### src/design/itwt_pkg.sv
// Package with the token codes, microcode types and the sequencer program.
`default_nettype none
package itwt_pkg;

	localparam int VALUE_BITS_DEF = 31;
	localparam int NUM_DIGITS     = 10;
	localparam int PC_W           = 4;

	localparam logic [4:0] TOK_ZERO      = 5'd0;
	localparam logic [4:0] TOK_TEEN_BASE = 5'd10;
	localparam logic [4:0] TOK_TENS_BASE = 5'd18;
	localparam logic [4:0] TOK_HUNDRED   = 5'd28;
	localparam logic [4:0] TOK_THOUSAND  = 5'd29;

	typedef enum logic [2:0] {
		OP_WAIT,
		OP_CONV,
		OP_EMIT,
		OP_BRANCH,
		OP_NEXT
	} op_t;

	typedef enum logic [3:0] {
		COND_ALWAYS,
		COND_ALLZERO,
		COND_GRP_NZ,
		COND_H_NZ,
		COND_TEEN,
		COND_TENS,
		COND_UNIT_NZ,
		COND_SCALE,
		COND_LAST_GRP
	} cond_t;

	typedef enum logic [2:0] {
		SRC_ZERO,
		SRC_HUND_DIGIT,
		SRC_HUNDRED,
		SRC_TEEN,
		SRC_TENS,
		SRC_UNIT,
		SRC_SCALE
	} src_t;

	typedef struct packed {
		op_t             op;
		cond_t           cond;
		src_t            src;
		logic [PC_W-1:0] nxt;  // step taken when the condition holds
		logic [PC_W-1:0] alt;  // step taken when it does not
	} ctrl_word_t;

	// Program steps.
	localparam logic [PC_W-1:0] PC_WAIT   = 4'd0;
	localparam logic [PC_W-1:0] PC_CONV   = 4'd1;
	localparam logic [PC_W-1:0] PC_ZCHK   = 4'd2;
	localparam logic [PC_W-1:0] PC_GRP    = 4'd3;
	localparam logic [PC_W-1:0] PC_HDIG   = 4'd4;
	localparam logic [PC_W-1:0] PC_HUND   = 4'd5;
	localparam logic [PC_W-1:0] PC_TEEN   = 4'd6;
	localparam logic [PC_W-1:0] PC_TENS   = 4'd7;
	localparam logic [PC_W-1:0] PC_UNIT   = 4'd8;
	localparam logic [PC_W-1:0] PC_SCALE  = 4'd9;
	localparam logic [PC_W-1:0] PC_NEXT   = 4'd10;

	function automatic ctrl_word_t prog_rom(input logic [PC_W-1:0] pc);
		ctrl_word_t w;
		case (pc)
			PC_WAIT:  w = '{OP_WAIT,   COND_ALWAYS,   SRC_ZERO,       PC_CONV,  PC_WAIT};
			PC_CONV:  w = '{OP_CONV,   COND_ALWAYS,   SRC_ZERO,       PC_ZCHK,  PC_CONV};
			PC_ZCHK:  w = '{OP_EMIT,   COND_ALLZERO,  SRC_ZERO,       PC_WAIT,  PC_GRP};
			PC_GRP:   w = '{OP_BRANCH, COND_GRP_NZ,   SRC_ZERO,       PC_HDIG,  PC_NEXT};
			PC_HDIG:  w = '{OP_EMIT,   COND_H_NZ,     SRC_HUND_DIGIT, PC_HUND,  PC_HUND};
			PC_HUND:  w = '{OP_EMIT,   COND_H_NZ,     SRC_HUNDRED,    PC_TEEN,  PC_TEEN};
			PC_TEEN:  w = '{OP_EMIT,   COND_TEEN,     SRC_TEEN,       PC_SCALE, PC_TENS};
			PC_TENS:  w = '{OP_EMIT,   COND_TENS,     SRC_TENS,       PC_UNIT,  PC_UNIT};
			PC_UNIT:  w = '{OP_EMIT,   COND_UNIT_NZ,  SRC_UNIT,       PC_SCALE, PC_SCALE};
			PC_SCALE: w = '{OP_EMIT,   COND_SCALE,    SRC_SCALE,      PC_NEXT,  PC_NEXT};
			PC_NEXT:  w = '{OP_NEXT,   COND_LAST_GRP, SRC_ZERO,       PC_WAIT,  PC_GRP};
			default:  w = '{OP_WAIT,   COND_ALWAYS,   SRC_ZERO,       PC_WAIT,  PC_WAIT};
		endcase
		return w;
	endfunction

endpackage
`default_nettype wire

### src/design/integer_to_word_tokens_core.sv
// Top level: spells a non-negative integer as a run of English word tokens.
`default_nettype none
// Each accepted value is first converted to ten decimal digits by a bit-serial
// shift-and-add-three loop, one input bit per cycle. A small microcoded
// sequencer then walks the four three-digit groups from the billions down, one
// program step per cycle while the output register can take a word, and sends
// one word token per beat with tlast on the final word. The next value is
// accepted once the sequencer is back at its wait step; the last word may still
// be waiting in the output register then.
module integer_to_word_tokens_core
	import itwt_pkg::*;
#(
	parameter int VALUE_BITS = VALUE_BITS_DEF
) (
	input  wire logic        clk,
	input  wire logic        arst_n,
	input  wire logic        s_axis_tvalid,
	output logic             s_axis_tready,
	input  wire logic [31:0] s_axis_tdata,   // [30:0] value
	output logic             m_axis_tvalid,
	input  wire logic        m_axis_tready,
	output logic [7:0]       m_axis_tdata,   // [4:0] word
	output logic             m_axis_tlast
);

	localparam int CNT_W = $clog2(VALUE_BITS);
	localparam logic [CNT_W-1:0] CNT_LAST = CNT_W'(VALUE_BITS - 1);

	logic [PC_W-1:0]                 pc_q;
	logic [1:0]                      grp_q;
	logic [CNT_W-1:0]                cnt_q;
	logic [VALUE_BITS-1:0]           val_q;
	logic [NUM_DIGITS-1:0][3:0]      bcd_q;
	logic                            out_valid_q;
	logic [4:0]                      out_word_q;
	logic                            out_last_q;

	ctrl_word_t                      cw;
	logic [NUM_DIGITS-1:0][3:0]      bcd_adj;
	logic [NUM_DIGITS*4-1:0]         bcd_shift;
	logic [3:0]                      dig_h, dig_t, dig_u;
	logic                            lower_nz;
	logic                            cond_ok;
	logic                            more_in_grp;
	logic [4:0]                      tok;
	logic                            can_load;
	logic                            emit_fire;

	assign cw = prog_rom(pc_q);

	// Add three to every digit of five or more before the shift.
	always_comb begin
		for (int i = 0; i < NUM_DIGITS; i++) begin
			bcd_adj[i] = (bcd_q[i] >= 4'd5) ? bcd_q[i] + 4'd3 : bcd_q[i];
		end
	end
	// The top bit shifted out is always zero since the value stays below 2^31.
	assign bcd_shift = {bcd_adj[NUM_DIGITS-1][2:0], bcd_adj[NUM_DIGITS-2:0],
		val_q[VALUE_BITS-1]};

	// Digits of the current group and whether any lower group is nonzero.
	always_comb begin
		case (grp_q)
			2'd0: begin
				dig_h    = bcd_q[2];
				dig_t    = bcd_q[1];
				dig_u    = bcd_q[0];
				lower_nz = 1'b0;
			end
			2'd1: begin
				dig_h    = bcd_q[5];
				dig_t    = bcd_q[4];
				dig_u    = bcd_q[3];
				lower_nz = |bcd_q[2:0];
			end
			2'd2: begin
				dig_h    = bcd_q[8];
				dig_t    = bcd_q[7];
				dig_u    = bcd_q[6];
				lower_nz = |bcd_q[5:0];
			end
			default: begin
				dig_h    = 4'd0;
				dig_t    = 4'd0;
				dig_u    = bcd_q[9];
				lower_nz = |bcd_q[8:0];
			end
		endcase
	end

	always_comb begin
		case (cw.cond)
			COND_ALWAYS:   cond_ok = 1'b1;
			COND_ALLZERO:  cond_ok = ~|bcd_q;
			COND_GRP_NZ:   cond_ok = (dig_h != 4'd0) || (dig_t != 4'd0) || (dig_u != 4'd0);
			COND_H_NZ:     cond_ok = dig_h != 4'd0;
			COND_TEEN:     cond_ok = dig_t == 4'd1;
			COND_TENS:     cond_ok = dig_t >= 4'd2;
			COND_UNIT_NZ:  cond_ok = dig_u != 4'd0;
			COND_SCALE:    cond_ok = grp_q != 2'd0;
			COND_LAST_GRP: cond_ok = grp_q == 2'd0;
			default:       cond_ok = 1'b0;
		endcase
	end

	// Token and whether another word of this group still follows it.
	always_comb begin
		case (cw.src)
			SRC_ZERO: begin
				tok         = TOK_ZERO;
				more_in_grp = 1'b0;
			end
			SRC_HUND_DIGIT: begin
				tok         = {1'b0, dig_h};
				more_in_grp = 1'b1;
			end
			SRC_HUNDRED: begin
				tok         = TOK_HUNDRED;
				more_in_grp = (dig_t != 4'd0) || (dig_u != 4'd0) || (grp_q != 2'd0);
			end
			SRC_TEEN: begin
				tok         = TOK_TEEN_BASE + {1'b0, dig_u};
				more_in_grp = grp_q != 2'd0;
			end
			SRC_TENS: begin
				tok         = TOK_TENS_BASE + {1'b0, dig_t};
				more_in_grp = (dig_u != 4'd0) || (grp_q != 2'd0);
			end
			SRC_UNIT: begin
				tok         = {1'b0, dig_u};
				more_in_grp = grp_q != 2'd0;
			end
			SRC_SCALE: begin
				tok         = TOK_THOUSAND + {3'd0, grp_q} - 5'd1;
				more_in_grp = 1'b0;
			end
			default: begin
				tok         = TOK_ZERO;
				more_in_grp = 1'b0;
			end
		endcase
	end

	assign can_load      = !out_valid_q || m_axis_tready;
	assign emit_fire     = (cw.op == OP_EMIT) && cond_ok && can_load;
	assign s_axis_tready = cw.op == OP_WAIT;

	always_ff @(posedge clk or negedge arst_n) begin
		if (!arst_n) begin
			pc_q        <= PC_WAIT;
			grp_q       <= 2'd3;
			cnt_q       <= '0;
			val_q       <= '0;
			bcd_q       <= '0;
			out_valid_q <= 1'b0;
			out_word_q  <= '0;
			out_last_q  <= 1'b0;
		end else begin
			out_valid_q <= emit_fire || (out_valid_q && !m_axis_tready);
			case (cw.op)
				OP_WAIT: begin
					if (s_axis_tvalid) begin
						val_q <= s_axis_tdata[VALUE_BITS-1:0];
						bcd_q <= '0;
						cnt_q <= '0;
						grp_q <= 2'd3;
						pc_q  <= cw.nxt;
					end
				end
				OP_CONV: begin
					bcd_q <= bcd_shift;
					val_q <= {val_q[VALUE_BITS-2:0], 1'b0};
					cnt_q <= cnt_q + 1'b1;
					if (cnt_q == CNT_LAST) begin
						pc_q <= cw.nxt;
					end
				end
				OP_EMIT: begin
					if (!cond_ok) begin
						pc_q <= cw.alt;
					end else if (can_load) begin
						out_word_q  <= tok;
						out_last_q  <= !more_in_grp && !lower_nz;
						pc_q        <= cw.nxt;
					end
				end
				OP_BRANCH: begin
					pc_q <= cond_ok ? cw.nxt : cw.alt;
				end
				OP_NEXT: begin
					if (cond_ok) begin
						pc_q <= cw.nxt;
					end else begin
						grp_q <= grp_q - 2'd1;
						pc_q  <= cw.alt;
					end
				end
				default: begin
					pc_q <= PC_WAIT;
				end
			endcase
		end
	end

	assign m_axis_tvalid = out_valid_q;
	assign m_axis_tdata  = {3'd0, out_word_q};
	assign m_axis_tlast  = out_last_q;

endmodule
`default_nettype wire

### config.mk
export PLATFORM = sky130hd
export DESIGN_NAME = integer_to_word_tokens_core
export DESIGN_NICKNAME = d
export VERILOG_FILES = /design/src/design/itwt_pkg.sv /design/src/design/integer_to_word_tokens_core.sv
export SDC_FILE = /design/constraint.sdc
export NUM_CORES = 1
export LEC_CHECK = 0
export BUFFER_PORTS_ARGS = -buffer_cell sky130_fd_sc_hd__buf_2
export CELL_PAD_IN_SITES_DETAIL_PLACEMENT = 1
export CELL_PAD_IN_SITES_GLOBAL_PLACEMENT = 1
export CORE_ASPECT_RATIO = 0.7
export CORE_MARGIN = 8
export CORE_UTILIZATION = 41
export DETAILED_ROUTE_END_ITERATION = 7
export PLACE_DENSITY = 0.77
export SLEW_MARGIN = 5
export SYNTH_ARGS = -nofsm -noshare
export SYNTH_HDL_FRONTEND = slang
export SYNTH_SLANG_ARGS = --single-unit
### constraint.sdc
create_clock -name clk -period 2.92 [get_ports clk]
set_clock_uncertainty 0.05 [all_clocks]
set_input_delay 0.438 -clock clk [delete_from_list [all_inputs] [get_ports clk]]
set_output_delay 0.438 -clock clk [all_outputs]
set_load 0.005 [all_outputs]
==> reports/metrics.cfg <==
[outcome]
violations=setup timing
outcome=finished with violations

[final_layout]
final_common_cell=nand2_1
finalNetCount=842
antenna_cells=0
finalNonFillerCells=958
final_cell_mix=89 x nand2_1, 87 x dfrtp_1, 66 x nor2_1
drive_gt1_share_pct=18.2
syn2layout_area_growth_pct=19.4

[floorplanning]
die_h_um=116
fp.dieW_um=159
boundaryPins=47
start_util_pct=42.1
num_rows=36
dieArea_sq_mm=0.0186
fp.coreArea_sq_mm=0.0140

[routing]
drc_errors=0
totalWireLength_um=18400
vias=5600
wl_per_cell_um=19.2
via_per_inst=5.85
ant_nets=0
drtIter0Drc=522
dr.pass1.iters=6

[worst_setup_path]
worstPathBufferInverterCount=5
crit_family=compound AO/OA/AOI/OAI gates
crit_path_end=out_word_q[3]$_DFFE_PN0P_
crit_chain=inv_4, ha_4, buf_6, a222oi_1, buf_4, buf_6, and4_4, o211ai_1, o211ai_1, and2_4, buf_6, nand3b_4, mux2_4
rrSetupSlack_ns=-0.07
crit_path_max_incr_delay_ns=0.56
start_kind=flop
worstSetupStartpoint=grp_q[0]$_DFFE_PN1P_
end_kind=flop
cp_data_arrival_time_ns=3.17
reg2reg_depth=13
critical_path.most_common_cell=buf_6
cp_slowest_cell=dfstp_2
worst-endpoint-required_ns=3.10
cp.depth=13
r2r_end=out_word_q[3]$_DFFE_PN0P_
timing.rr.start=grp_q[0]$_DFFE_PN1P_
path_class=reg2reg
critical_path.max_fanout=6

[synthesis]
synth_area_per_cell_sq_um=8.48
synth_top_flop_cell=dfrtp_1
yosysWarnings=0
ys_ff_latch=89
postSynth.asyncResetShare_pct=100
syn_inst=696
synth_top_cell_by_area=dfrtp_1
synth_cell_type_count=60
synth_edf_count=0
synth_area_leaders=dfrtp_1 37%, ha_1 9.1%, nand2_1 5.7%
yosysSeqAreaShare_pct=37.8
synth_top_area_share_pct=36.9
synth.cell_area_sq_mm=0.00590

[pwr]
cellPowerDensity_mw_per_mm2=1130
finalPower_mw=7.97
vdd_ir_drop_max_uv=647
power_leakage_nw=3.14

[global_routing]
grt_antenna_before_repair=0
first_global_vias=5933
grt_max_degree=115
grt_overflow_total=0
grt_pass1_wl_um=30500
grt_use_total_pct=20.2

[placement]
place_congestion=0.862
place_inst=928
dp_hpwl_um=13200
portBuffers=42
place_ws_ns=-0.228

[min_path]
min-delay-path-class=in2async

[timing]
setup_viol=8
fmax_ghz=0.335
finalWorstSetupSlack_ns=-0.0677
period_minus_slack_ns=2.99
period_share_pct=102
rsz0062_at_grt=yes
finalMaxSlewViolations=0
worst_pin_slew_ns=0.700
hold_viol_final=0
slew_headroom_pct=53.3

[cts]
clk_pin_slew_ns=0.07
htreeDepth=3
numCtsBuffers=9
cts_hold_buf=0
worstSkewPairLatency_ns=0.35
clockBufferDepth=2
cts_num_sinks=89
cts_tree=yes
cts_root_buf=clkbuf_16

[job]
max_cap_viol_count=0

[per-layer routing]
| layer | part of all wire, % | global-route usage [%] | wire [um] | up-vias |
|---|---|---|---|---|
| li1 | - | - | - | 2631 |
| met1 | 46 | 26.6 | 8520 | 2798 |
| met2 | 46 | 33.5 | 8490 | 146 |
| met3 | 6.1 | 3.98 | 1130 | 25 |
| met4 | 1.3 | 5.95 | 244 | 0 |
| met5 | 0 | 0 | 0 | - |
[power by group]
group / internal (mW) / total (mW) / switching [mW] / leakage, nW
registers: 1.72 / 2.25 / 0.534 / 1.15
clock network: 0.612 / 1.16 / 0.547 / 0.133
logic: 1.96 / 4.56 / 2.60 / 1.87
total: 4.29 / 7.97 / 3.68 / 3.14
[worst reg2reg max path, cell delays in order, from the launching register on]
cell      delay [ns]
dfstp_2         0.56
inv_4           0.05
ha_4            0.17
buf_6           0.12
a222oi_1        0.39
buf_4           0.21
buf_6           0.10
and4_4          0.20
o211ai_1        0.10
o211ai_1        0.15
and2_4          0.21
buf_6           0.09
nand3b_4        0.17
mux2_4          0.31
[metrics by stage]
step / setup TNS [ns] / utilization (%) / cell area [sq um] / hold slack, ns
5_1_grt: -2.12 / 50.3 / 7050 / 0.145
4_1_cts: -0.228 / 50.0 / 7000 / 0.113
6_report: -0.337 / 50.3 / 7050 / 0.0849
3_3_place_gp: -0.638 / 46.7 / 6540 / 0.416
3_5_place_dp: -1.91 / 46.7 / 6540 / 0.433
2_1_floorplan: 0 / - / 5910 / 0.0924
[how the worst min path moves through the flow]
stage	from	endpoint	slack, ns	depth (start not counted)
floorplan	arst_n	bcd_q[0]$_DFFE_PN0P_	0.09	0
global placement	val_q[30]$_DFFE_PN0P_	bcd_q[0]$_DFFE_PN0P_	0.42	2
detailed placement	val_q[30]$_DFFE_PN0P_	bcd_q[0]$_DFFE_PN0P_	0.43	2
CTS	arst_n	val_q[21]$_DFFE_PN0P_	0.11	1
global route	arst_n	val_q[25]$_DFFE_PN0P_	0.14	1
finish	arst_n	val_q[21]$_DFFE_PN0P_	0.08	1
[kinds of logic after synthesis]
logic type / Yosys count / synth area share (%)
buf+inv: 77 / 5.51
compound gates: 197 / 21.8
simple gates: 257 / 20.6
flops: 89 / 37.8
fa+ha+maj: 43 / 9.11
xor+xnor: 17 / 2.52
mux: 15 / 2.67
other cells: 1 / 0.0635
[area by class of cell]
class / instances / area, sq um
tap: 190 / 238
multi-input combinational: 532 / 3460
inverter: 33 / 129
sequential: 89 / 2230
clock buffer: 10 / 239
clock inverter: 6 / 51.3
fill: 1673 / 6960
timing repair buffer: 98 / 702
[synthesized netlist by cell type (all sizes together) (13+ instances only)]
cell / instances
o31ai: 13
nor2: 66
clkbuf: 32
inv: 33
a21oi: 47
dfrtp: 87
a31oi: 32
nand2: 90
o21ai: 53
nand2b: 16
xnor2: 13
nand3: 34
ha: 43
[repair_timing]
action	CTS	global route
setup endpoints to repair	12	12
pin swaps	13	8
buffers inserted	12	2
resized for setup	17	10
[state kept, by name, indices dropped and copies added (netlist names)]
signal / flops
bcd_q: 40
cnt_q: 5
grp_q: 2
m_axis_tlast: 1
m_axis_tvalid: 1
out_word_q: 5
pc_q: 4
val_q: 31
(Power assumes the default switching activity.)
